<file path="config.mk">
export PLATFORM = sky130hd
export DESIGN_NAME = gnsm_front
export DESIGN_NICKNAME = d
export VERILOG_FILES = /design/src/sv/gnsm_pkg.sv /design/src/sv/gnsm_front.sv
export SDC_FILE = /design/constraint.sdc
export NUM_CORES = 1
export LEC_CHECK = 0
export BUFFER_PORTS_ARGS = -buffer_cell sky130_fd_sc_hd__buf_4
export CORE_MARGIN = 4
export CORE_UTILIZATION = 38
export CTS_CLUSTER_SIZE = 12
export DETAILED_ROUTE_END_ITERATION = 10
export GPL_TIMING_DRIVEN = 1
export PLACE_DENSITY = 0.61
export SLEW_MARGIN = 15
export SYNTH_ARGS = -nofsm -noshare
export SYNTH_HDL_FRONTEND = slang
export SYNTH_SLANG_ARGS = --single-unit
</file>
<file path="constraint.sdc">
create_clock -name clk -period 3.74 [get_ports clk]
set_clock_uncertainty 0.1 [all_clocks]
set_input_delay 0.748 -clock clk [delete_from_list [all_inputs] [get_ports clk]]
set_output_delay 0.748 -clock clk [all_outputs]
set_load 0.01 [all_outputs]
</file>
<file path="src/sv/gnsm_pkg.sv">
`timescale 1ns / 1ps
// shared types, widths and codes of the greedy nearest star matcher
// no dependencies; imported by every module of the block
package gnsm_pkg;

	localparam int MAX_REF    = 256;
	localparam int IDX_W      = $clog2(MAX_REF);
	localparam int CNT_W      = IDX_W + 1;
	localparam int COORD_W    = 24;
	localparam int SQ_W       = 2 * COORD_W;
	localparam int D2_W       = SQ_W + 1;
	localparam int RADIUS_W   = 16;
	localparam int R2_W       = 2 * RADIUS_W;
	localparam int ACTION_W   = 2;
	localparam int STATUS_W   = 2;
	localparam int OUT_IDX_W  = 8;
	// command queue depth, a power of two
	localparam int Q_DEPTH    = 2;
	localparam int QP_W       = $clog2(Q_DEPTH);

	localparam logic [RADIUS_W-1:0] RADIUS_RESET = 16'd7680;

	// input action codes
	localparam logic [ACTION_W-1:0] ACT_CLEAR = 2'd0;
	localparam logic [ACTION_W-1:0] ACT_LOAD  = 2'd1;
	localparam logic [ACTION_W-1:0] ACT_MATCH = 2'd2;
	localparam logic [ACTION_W-1:0] ACT_NONE  = 2'd3;

	// internal operation codes after decode
	typedef enum logic [1:0] {
		OP_CLEAR,
		OP_LOAD,
		OP_MATCH,
		OP_NOP
	} op_t;

	// result status codes
	localparam logic [STATUS_W-1:0] ST_DONE    = 2'd0;
	localparam logic [STATUS_W-1:0] ST_MATCHED = 2'd1;
	localparam logic [STATUS_W-1:0] ST_NOMATCH = 2'd2;
	localparam logic [STATUS_W-1:0] ST_FULL    = 2'd3;

	typedef struct packed {
		op_t                op;
		logic [COORD_W-1:0] pos_x;
		logic [COORD_W-1:0] pos_y;
	} cmd_t;

	typedef struct packed {
		logic [STATUS_W-1:0]  status;
		logic [OUT_IDX_W-1:0] ref_index;
		logic [COORD_W-1:0]   ref_x;
		logic [COORD_W-1:0]   ref_y;
		logic [OUT_IDX_W-1:0] pair_index;
	} res_t;

endpackage

</file>
<file path="src/sv/gnsm_front.sv">
`timescale 1ns / 1ps
// front end: accepts input transactions, decodes the action and queues commands
// depends on gnsm_pkg
module gnsm_front (
	input  logic          clk,
	input  logic          arst_n,
	input  logic          in_valid,
	output logic          in_ready,
	input  logic [gnsm_pkg::ACTION_W-1:0] in_action,
	input  logic [gnsm_pkg::COORD_W-1:0]  in_pos_x,
	input  logic [gnsm_pkg::COORD_W-1:0]  in_pos_y,
	output logic          cmd_valid,
	input  logic          cmd_ready,
	output gnsm_pkg::cmd_t cmd
);
	import gnsm_pkg::*;

	cmd_t            queue_q [Q_DEPTH];
	logic [QP_W-1:0] wr_ptr_q;
	logic [QP_W-1:0] rd_ptr_q;
	logic [QP_W:0]   cnt_q;
	cmd_t            dec;
	logic            push;
	logic            pop;

	always_comb begin
		dec.pos_x = in_pos_x;
		dec.pos_y = in_pos_y;
		unique case (in_action)
			ACT_CLEAR: dec.op = OP_CLEAR;
			ACT_LOAD:  dec.op = OP_LOAD;
			ACT_MATCH: dec.op = OP_MATCH;
			ACT_NONE:  dec.op = OP_NOP;
			default:   dec.op = OP_NOP;
		endcase
	end

	assign in_ready  = (cnt_q != (QP_W + 1)'(Q_DEPTH));
	assign cmd_valid = (cnt_q != '0);
	assign cmd       = queue_q[rd_ptr_q];
	assign push      = in_valid && in_ready;
	assign pop       = cmd_valid && cmd_ready;

	always_ff @(posedge clk) begin
		if (push) begin
			queue_q[wr_ptr_q] <= dec;
		end
	end

	always_ff @(posedge clk or negedge arst_n) begin
		if (!arst_n) begin
			wr_ptr_q <= '0;
			rd_ptr_q <= '0;
			cnt_q    <= '0;
		end else begin
			if (push) begin
				wr_ptr_q <= wr_ptr_q + QP_W'(1);
			end
			if (pop) begin
				rd_ptr_q <= rd_ptr_q + QP_W'(1);
			end
			if (push && !pop) begin
				cnt_q <= cnt_q + (QP_W + 1)'(1);
			end else if (pop && !push) begin
				cnt_q <= cnt_q - (QP_W + 1)'(1);
			end
		end
	end

endmodule

</file>
# [Yosys cells after proc, flatten, opt, wreduce, memory -nomap -nowiden]
# Memories as Yosys holds them, arrays and structs flattened.
# Index checks and enable logic that the tools add are counted.
[op_classes] add_sub_neg=4 multipliers=0 div=0 order_cmp=0 n_eq_ne=4 shifts=0 n_mux=5 bitwise=0 n_reduce_logical=9
[ops] operator="one-hot mux 2 bit (4 select lines)" n=1
[ops] operator="equality test 2 bit (second input constant)" n=2
[ops] operator="logical AND 1 bit" n=4
[ops] operator="two-way mux 2 bit" n=2
[ops] operator="nonzero test 2 bit" n=2
[ops] operator="adder 1 bit (second input constant)" n=2
[ops] operator="adder 2 x 1 -> 2 bit (second input constant)" n=1
[ops] operator="equality test 2 x 1 -> 1 bit (second input constant)" n=1
[ops] operator="zero test 1 bit" n=2
[ops] operator="zero test 2 bit" n=1
[ops] operator="two-way mux 1 bit" n=2
[ops] operator="inequality test 2 bit (second input constant)" n=1
[ops] operator="subtractor 2 x 1 -> 2 bit (second input constant)" n=1
[totals] register_bits=4 latchBits=0 ramBits=100 romBits=0 inputBits=54 output_inout_bits=52 mem_count=1
[memory_table] name="queue_q" depth=2 word_bits=50 read_ports=1 rd_clocked_by_memory_dff=0 wr=1 line="gnsm_front.sv:18" source="cmd_t queue_q [Q_DEPTH];"

# [Logic depth before layout (Yosys ltp)]
# Gate-level depths: netlist (run 1).
[logic_depth] word_depth=6 mapped_depth=7 depth_no_buf=7

# [Worst setup path before layout (run 1)]
# No wires, ideal clock.
[synth_path] kind="input -> register" startpoint="input port in_valid" endpoint="memory queue_q[0][0] (netlist name) (enable)" setup_time_ns=0.458 t_arrival_ns=2.937 t_required_ns=3.182 setup_slack_ns=0.245 cell_stages=2 path_buffers=0 path_cell_list="nand2_1 nor2_1"
[synth_via] elab_chain_len=3
[synth_rtl] element="start, declared" line="gnsm_front.sv:7" source="input logic in_valid,"
[synth_rtl] element="logical AND 1 bit" line="gnsm_front.sv:41" source="assign push = in_valid && in_ready;"
[synth_rtl] element="two-way mux 1 bit" line="gnsm_front.sv:45" source="if (push) begin"
[synth_rtl] element="two-way mux 1 bit (implied by the code)" line="gnsm_front.sv:46" source="queue_q[wr_ptr_q] <= dec;"
[synth_rtl] element="end, declared" line="gnsm_front.sv:18"
# Every way passes these cells.

==> flow_metrics.tcl, run 1 <==
set metrics [dict create \
    status "finished, final reports clean" \
    place_congestion 0.638 \
    hold_violations 0 \
    die-area_sq_um 12400 \
    post_cts_hold_buffer_count 0 \
    stdcell_count 430 \
    placed_cells 414 \
    ant_nets 0 \
    synth-xor-area-share_pct 1.08 \
    grt_max_degree 31 \
    yosysSeqAreaShare_pct 76.4 \
    synthMuxAreaShare_pct 18.4 \
    placed_cell_area_sq_um 4960 \
    crit_type "flop to output port" \
    post-route-min-period_ns 2.83 \
    drt-initial-drc-count 30 \
    grt_setup_unrepaired "no" \
    antenna_cells 0 \
    worst_ir_drop_vdd_mv 0.516 \
    arrival_ns 1.98 \
    rows 37 \
    maxCapViolations 0 \
    syn-num-nets 231 \
    layout-drive-gt1-share_pct 59.9 \
    r2r_cells 3 \
    grt_pass1_vias 2053 \
    dr.pass1.iters 4 \
    synth-simple-area-share_pct 0.832 \
    antenna_found_initial 0 \
    cts_buffers 9 \
    via_count 1899 \
    p_per_area_nw_per_um2 734 \
    dp_slack_ns 1.25 \
    fill_cells 883 \
    synth_cell_types 16 \
    cts_tree "done" \
    die_y_um 111 \
    postLayoutCoreUtil_pct 49.7 \
    wl_per_cell_um 15.5 \
    layout_worst_path_cycle_share_pct 75.6 \
    area_delta_synth_final_pct 26.9 \
    synth_adder_area_share_pct 0.308 \
    synth_area_sq_um 4060 \
    h-tree-depth 3 \
    r2r_slack_ns 1.72 \
    final_nets 344 \
    drt-total-wl_um 6650 \
    end_kind "output port" \
    postSynthCellCount 176 \
    postCtsSetupBuffers 0 \
    cp_max_fo 29 \
    finalSetupViolCount 0 \
    postLayoutSetupSlackWorst_ns 0.914 \
    avgSynthCellArea_sq_um 23.1 \
    postCtsResizedCells 0 \
    grt_pass1_wl_um 10400 \
    drv_slew 0 \
    ys_seq_elements 104 \
    setup_tns_ns 0 \
    grt.total_usage_pct 10.8 \
    gr-total-overflow 0 \
    clock_latency_ns 0.34 \
    yosysWarnings 0 \
    clkSinkCount 104 \
    synth-compound-area-share_pct 0 \
    tightest_slew_ns 0.677 \
    rr_startpoint "cnt_q[0]" \
    setup.worst_path.start_class "flop" \
    cts-root-buf "clkbuf_8" \
    die_w_um 111 \
    synth_top_family_by_area "multiplexers" \
    slew_headroom_pct 54.8 \
    cts_max_path_buffers 2 \
    clkTransAtPathRegs_ns 0.09 \
    p_leak_nw 2.05 \
    reg2reg_to "queue_q[1][31]" \
    worstPathRequired_ns 2.89 \
    io_pins 106 \
    core_area_sq_um 10400 \
    fmax_mhz 354 \
    final_cell_area_sq_um 5150 \
    hold_class "input port to async pin" \
    io_buffer_count 105 \
    drcViolationCount 0 \
    start_util_pct 39.2 \
    hpwl_um 4530 \
    viasPerCell 4.42 \
]
-- critical path, stage by stage, from the launching register on --
cell,delay [ns]
dfrtp_4,0.81
buf_4,0.36
mux2_4,0.32
buf_4,0.14
-- layer usage --
layer | global-route usage [%] | share of wire (%) | wire (um) | vias up
met5 | 0 | 0 | 0 | -
met4 | 3.89 | 1.1 | 73 | 0
met1 | 13.3 | 42 | 2780 | 919
li1 | - | - | - | 905
met3 | 3.42 | 6.9 | 460 | 8
met2 | 17.9 | 50 | 3340 | 67
-- layout make-up --
class / count / area [sq um] / area share [%]
clock buffer: 11 / 131 / 2.55
sequential: 104 / 3110 / 60.3
timing repair buffer: 110 / 838 / 16.3
tap: 136 / 170 / 3.30
multi-input combinational: 63 / 846 / 16.4
inverter: 1 / 3.75 / 0.0728
clock inverter: 5 / 57.6 / 1.12
-- worst max path at each step --
stage                        start  slack [ns]       endpoint  cells after the start
after floorplan           in_valid        0.25  queue_q[0][0]                      2
after global placement    rd_ptr_q        1.26         cmd[3]                      3
after detailed placement  rd_ptr_q        1.25        cmd[43]                      3
after CTS                 rd_ptr_q        0.85         cmd[3]                      3
after global routing      rd_ptr_q        0.80         cmd[3]                      3
final                     rd_ptr_q        0.91         cmd[3]                      3
-- per-stage QoR --
stage | power (W) | hold slack [ns]
2_1_floorplan | 0.00270 | 0.352
3_3_place_gp | 0.00317 | 0.371
3_5_place_dp | 0.00319 | 0.386
4_1_cts | 0.00385 | 0.0621
5_1_grt | 0.00398 | 0.0634
6_report | 0.00378 | 0.0876
-- report_power, final --
part           internal, W  switching (W)  total (W)
clock network     0.000309       0.000348   0.000658
registers          0.00160       0.000162    0.00176
logic             0.000807       0.000561    0.00137
total              0.00271        0.00107    0.00378
-- state kept, by name (all words and copies together), names as in the netlist --
signal / count
wr_ptr_q: 1
rd_ptr_q: 1
cnt_q: 2
queue_q: 100
-- Yosys cell counts, drive strengths merged --
| master | count | area [sq um] |
|---|---|---|
| ha | 1 | 12.5 |
| dfrtp | 4 | 100 |
| mux2 | 50 | 747 |
| and3 | 1 | 6.26 |
| nor2 | 2 | 7.51 |
| buf | 6 | 111 |
| nand2b | 1 | 6.26 |
| clkbuf | 2 | 7.51 |
| xor2 | 2 | 17.5 |
| nand2 | 2 | 7.51 |
| edfxtp | 100 | 3000 |
| xnor2 | 3 | 26.3 |
| inv | 1 | 3.75 |
| or2 | 1 | 6.26 |
-- cells in the final DEF, fill, tap and decap left out --
master and instances:
buf_4 109, edfxtp_1 100, mux2_4 49, clkbuf_8 9, xnor2_1 3, dfrtp_1 3, nand2_1 2, xor2_1 2
clkbuf_1 2, clkinvlp_4 2, nand2b_1 1, inv_1 1, or2_1 1, and3_2 1, nor2_4 1, nor2_1 1
mux2_2 1, ha_1 1, clkinv_4 1, clkinv_1 1, bufinv_16 1, buf_12 1, dfrtp_4 1
-- cells by family after synthesis --
group | count (synthesis)
buffers and inverters | 9
muxes | 50
and+or+nand+nor | 7
adders and majority gates | 1
DFF | 104
xor gates and xnor gates | 5
Power figures use the tool's default switching activity.
==> run 2, diff against run 1 <==
- PLACE_DENSITY: 0.61 -> 0.63
- clock period: 3.74 -> 2.42 ns (I/O delays scaled with it)
==> flow_metrics.tcl, run 2 (synthesized netlist as in run 1, its figures left out) <==
set metrics [dict create \
    worstPathRequired_ns 1.84 \
    largestRegisters "queue_q: 100 flops, cnt_q: 2 flops" \
    clock_latency_ns 0.36 \
    drt-total-wl_um 6760 \
    io_pins 106 \
    grt_setup_unrepaired "no" \
    die-area_sq_um 12400 \
    start_util_pct 39.2 \
    gr-total-overflow 0 \
    maxCapViolations 0 \
    min-delay-start "in_pos_x[14]" \
    grt_pass1_wl_um 10300 \
    cts_buffers 9 \
    drv_slew 0 \
    core_area_sq_um 10400 \
    p_clk_share_pct 19.6 \
    via_count 1892 \
    dr.pass1.iters 4 \
    postLayoutSetupSlackWorst_ns 0.179 \
    final_nets 347 \
    setup.worst_path.start_class "flop" \
    layout_commonest_cell "buf_4" \
    internal_power_w 0.00435 \
    postLayoutCoreUtil_pct 50.4 \
    antenna_cells 0 \
    worst_ir_drop_vdd_mv 0.637 \
    rr_startpoint "cnt_q[0]" \
    finalSetupViolCount 0 \
    post-route-min-period_ns 2.24 \
    fmax_mhz 446 \
    dp_slack_ns 0.548 \
    grt_pass1_vias 2025 \
    io_buffer_count 105 \
    clkSinkCount 104 \
    arrival_ns 1.66 \
    crit_type "flop to output port" \
    ant_nets 0 \
    hpwl_um 4620 \
    area_delta_synth_final_pct 28.7 \
    postCtsSetupBuffers 0 \
    end_kind "output port" \
    cts_max_path_buffers 2 \
    power_frac_comb_pct 37.1 \
    drt-initial-drc-count 57 \
    place_congestion 0.683 \
    regMostFlops "queue_q" \
    antenna_found_initial 0 \
    setup_tns_ns 0 \
    p_total_w 0.00607 \
    cts_tree "done" \
    layout_worst_path_cycle_share_pct 92.6 \
    viasPerCell 4.37 \
    sw_frac_of_total_pct 28.3 \
    cts-root-buf "clkbuf_8" \
    p_switching_w 0.00172 \
    p_per_area_nw_per_um2 1160 \
    pwr-share-seq_pct 43.3 \
    h-tree-depth 3 \
    die_w_um 111 \
    clkTransAtPathRegs_ns 0.10 \
    mostFrequentLayoutCells "buf_4, edfxtp_1, mux2_4" \
    status "finished, final reports clean" \
    p_leak_nw 2.09 \
    hold_class "input port to flop" \
    die_y_um 111 \
    layout-drive-gt1-share_pct 60.9 \
    hold_violations 0 \
    rows 37 \
    wl_per_cell_um 15.6 \
    slew_headroom_pct 69.4 \
    crit_start "rd_ptr_q" \
    grt.total_usage_pct 10.9 \
    grt_max_degree 34 \
    cp_max_fo 11 \
    drcViolationCount 0 \
    tightest_slew_ns 0.459 \
    largest_reg_flops 100 \
]
[run 2: cell types whose count changed in the layout (fill, tap and decap cells not counted), sizes merged]
cell	change
buf	+2
bufinv	+1
clkinvlp	-1
inv	+2
dlygate4sd3	+1
clkbuf	-2
[run 2: per-stage QoR]
step                instance area [sq um]  cells  hold slack [ns]
finish                               5230    433            0.200
global route                         5230    433            0.168
CTS                                  5230    433            0.175
detailed placement                   4990    416            0.187
global placement                     4990    416            0.182
floorplan                            4070    176           0.0884
[run 2: power by group through the flow]
stage | logic, W | registers, W | clock network [W]
6_report | 0.00225 | 0.00263 | 0.00119
3_3_place_gp | 0.00229 | 0.00266 | 0
2_1_floorplan | 0.00157 | 0.00260 | 0
4_1_cts | 0.00231 | 0.00264 | 0.00124
5_1_grt | 0.00240 | 0.00267 | 0.00131
3_5_place_dp | 0.00230 | 0.00268 | 0
[run 2: layout make-up]
cell class	count	area [sq um]
clock buffers	9	124
clock inverters	7	103
fillers	893	5140
inverters	1	3.75
multi-input cells	63	846
flip-flops and latches	104	3110
well taps	136	170
repair buffers	113	876
[run 2: final timing paths]
kind | slack (ns) | endpoint | cells past startpoint
max | 0.18 | cmd[35] | 3
min reg2reg | 0.41 | cnt_q[1] | 1
min in group asynchronous | 0.35 | cnt_q[1] | 2
max reg2reg | 0.70 | queue_q[0][18] | 4
min | 0.20 | queue_q[0][38] | 1
max in group asynchronous | 1.76 | rd_ptr_q | 2
[run 2: timing repair]
item,in CTS,in global routing
endpoints found under the hold margin,4,0
hold buffers,1,0
resized for setup,0,0
[run 2: worst max-delay path, stage by stage, from the launching register on]
cell and delay, ns:
dfrtp_4 0.58, buf_4 0.26, mux2_4 0.32, buf_4 0.15
[run 2: per-layer routing]
layer | track usage [%] | vias to the layer above | wire length, um
met3 | 3.59 | 9 | 471
met4 | 5.35 | 0 | 120
li1 | - | 912 | -
met2 | 17.3 | 65 | 3240
met1 | 13.4 | 906 | 2920
met5 | 0 | - | 0
==> run 3, diff against run 2 <==
- MAX_ROUTING_LAYER: default -> met4
==> flow_metrics.tcl, run 3 (synthesized netlist as in run 1, its figures left out) <==
set metrics [dict create \
    p_clk_share_pct 19.6 \
    io_pins 106 \
    place_congestion 0.690 \
    gr-total-overflow 0 \
    tightest_slew_ns 0.462 \
    start_util_pct 39.2 \
    io_buffer_count 105 \
    die_y_um 111 \
    p_leak_nw 2.09 \
    largestRegisters "queue_q: 100 flops, cnt_q: 2 flops" \
    clkSinkCount 104 \
    setup.worst_path.start_class "flop" \
    min-delay-start "in_pos_x[14]" \
    setup_tns_ns 0 \
    worst_ir_drop_vdd_mv 0.635 \
    layout_commonest_cell "buf_4" \
    die-area_sq_um 12400 \
    pwr-share-seq_pct 43.3 \
    viasPerCell 4.38 \
    cts_tree "done" \
    antenna_cells 0 \
    sw_frac_of_total_pct 28.3 \
    core_area_sq_um 10400 \
    cp_max_fo 11 \
    grt.total_usage_pct 11.2 \
    worstPathRequired_ns 1.84 \
    grt_pass1_vias 2032 \
    rr_startpoint "cnt_q[0]" \
    power_frac_comb_pct 37.1 \
    cts-root-buf "clkbuf_8" \
    cts_max_path_buffers 2 \
    internal_power_w 0.00435 \
    grt_pass1_wl_um 10300 \
    drcViolationCount 0 \
    regMostFlops "queue_q" \
    clock_latency_ns 0.36 \
    area_delta_synth_final_pct 28.7 \
    layout-drive-gt1-share_pct 60.9 \
    postCtsResizedCells 0 \
    grt_max_degree 34 \
    hold-path-endpoint "queue_q[0][38]" \
    r2r_cells 4 \
    slew_headroom_pct 69.2 \
    p_switching_w 0.00171 \
    reg2reg_to "queue_q[0][18]" \
    layout_worst_path_cycle_share_pct 92.5 \
    drv_slew 0 \
    fill_cells 893 \
    hpwl_um 4620 \
    arrival_ns 1.65 \
    rows 37 \
    hold_class "input port to flop" \
    whs_path_depth 1 \
    clkTransAtPathRegs_ns 0.10 \
    mostFrequentLayoutCells "buf_4, edfxtp_1, mux2_4" \
    crit_type "flop to output port" \
    end_kind "output port" \
    post-route-min-period_ns 2.24 \
    wl_per_cell_um 15.6 \
    hold_violations 0 \
    drt-initial-drc-count 51 \
    cts_buffers 9 \
    via_count 1895 \
    h-tree-depth 3 \
    p_per_area_nw_per_um2 1160 \
    drt-total-wl_um 6740 \
    maxCapViolations 0 \
    fmax_mhz 447 \
    ant_nets 0 \
    status "finished, final reports clean" \
    die_w_um 111 \
    largest_reg_flops 100 \
    antenna_found_initial 0 \
    grt_setup_unrepaired "no" \
    whs_ns 0.199 \
    final_nets 347 \
    dr.pass1.iters 4 \
    r2r_slack_ns 0.70 \
    finalSetupViolCount 0 \
]
-- run 3: cell counts in the layout (fill, tap and decap cells not counted) --
No cell type changed its count.
-- run 3: timing repair --
| action | 4_1_cts | 5_1_grt |
|---|---|---|
| hold buffers | 1 | 0 |
| endpoints found under the hold margin | 4 | 0 |
| buffers inserted | 0 | 0 |
-- run 3: per-layer routing --
metal,wire length [um],vias up,track usage (%)
li1,-,912,-
met1,2910,902,13.4
met2,3230,70,17.4
met3,464,11,3.37
met4,138,0,5.35
met5,0,-,-
-- run 3: final cells by class --
class                   count  area, sq um  share of cell area (%)
flip-flops and latches    104         3110                    59.4
repair buffers            113          876                    16.8
multi-input cells          63          846                    16.2
well taps                 136          170                    3.25
clock buffers               9          124                    2.37
clock inverters             7          103                    1.96
inverters                   1         3.75                  0.0718
-- run 3: worst max-delay path, cell delays in order (launching register included) --
cell,delay (ns)
dfrtp_4,0.57
buf_4,0.26
mux2_4,0.32
buf_4,0.15
-- run 3: metrics by stage --
stage / utilization (%) / instances / area [sq um] / setup slack (ns) / power, W
global route: 50.4 / 433 / 5230 / 0.107 / 0.00638
finish: 50.4 / 433 / 5230 / 0.183 / 0.00606
CTS: 50.4 / 433 / 5230 / 0.135 / 0.00618
detailed placement: 48.1 / 416 / 4990 / 0.548 / 0.00498
floorplan: - / 176 / 4070 / 0.0641 / 0.00417
global placement: 48.1 / 416 / 4990 / 0.576 / 0.00495
-- run 3: how the worst max path moves through the flow --
stage          slack (ns)             to      from  depth (start not counted)
2_1_floorplan        0.06  queue_q[1][0]  cnt_q[0]                          2
3_3_place_gp         0.58        cmd[30]  rd_ptr_q                          3
3_5_place_dp         0.55        cmd[35]  rd_ptr_q                          3
4_1_cts              0.13        cmd[35]  rd_ptr_q                          3
5_1_grt              0.11        cmd[35]  rd_ptr_q                          3
6_report             0.18        cmd[35]  rd_ptr_q                          3
-- run 3: power by group through the flow --
stage | combinational [W] | sequential, W | clock, W
2_1_floorplan | 0.00157 | 0.00260 | 0
3_3_place_gp | 0.00229 | 0.00266 | 0
3_5_place_dp | 0.00230 | 0.00268 | 0
4_1_cts | 0.00231 | 0.00264 | 0.00124
5_1_grt | 0.00240 | 0.00267 | 0.00131
6_report | 0.00225 | 0.00263 | 0.00119
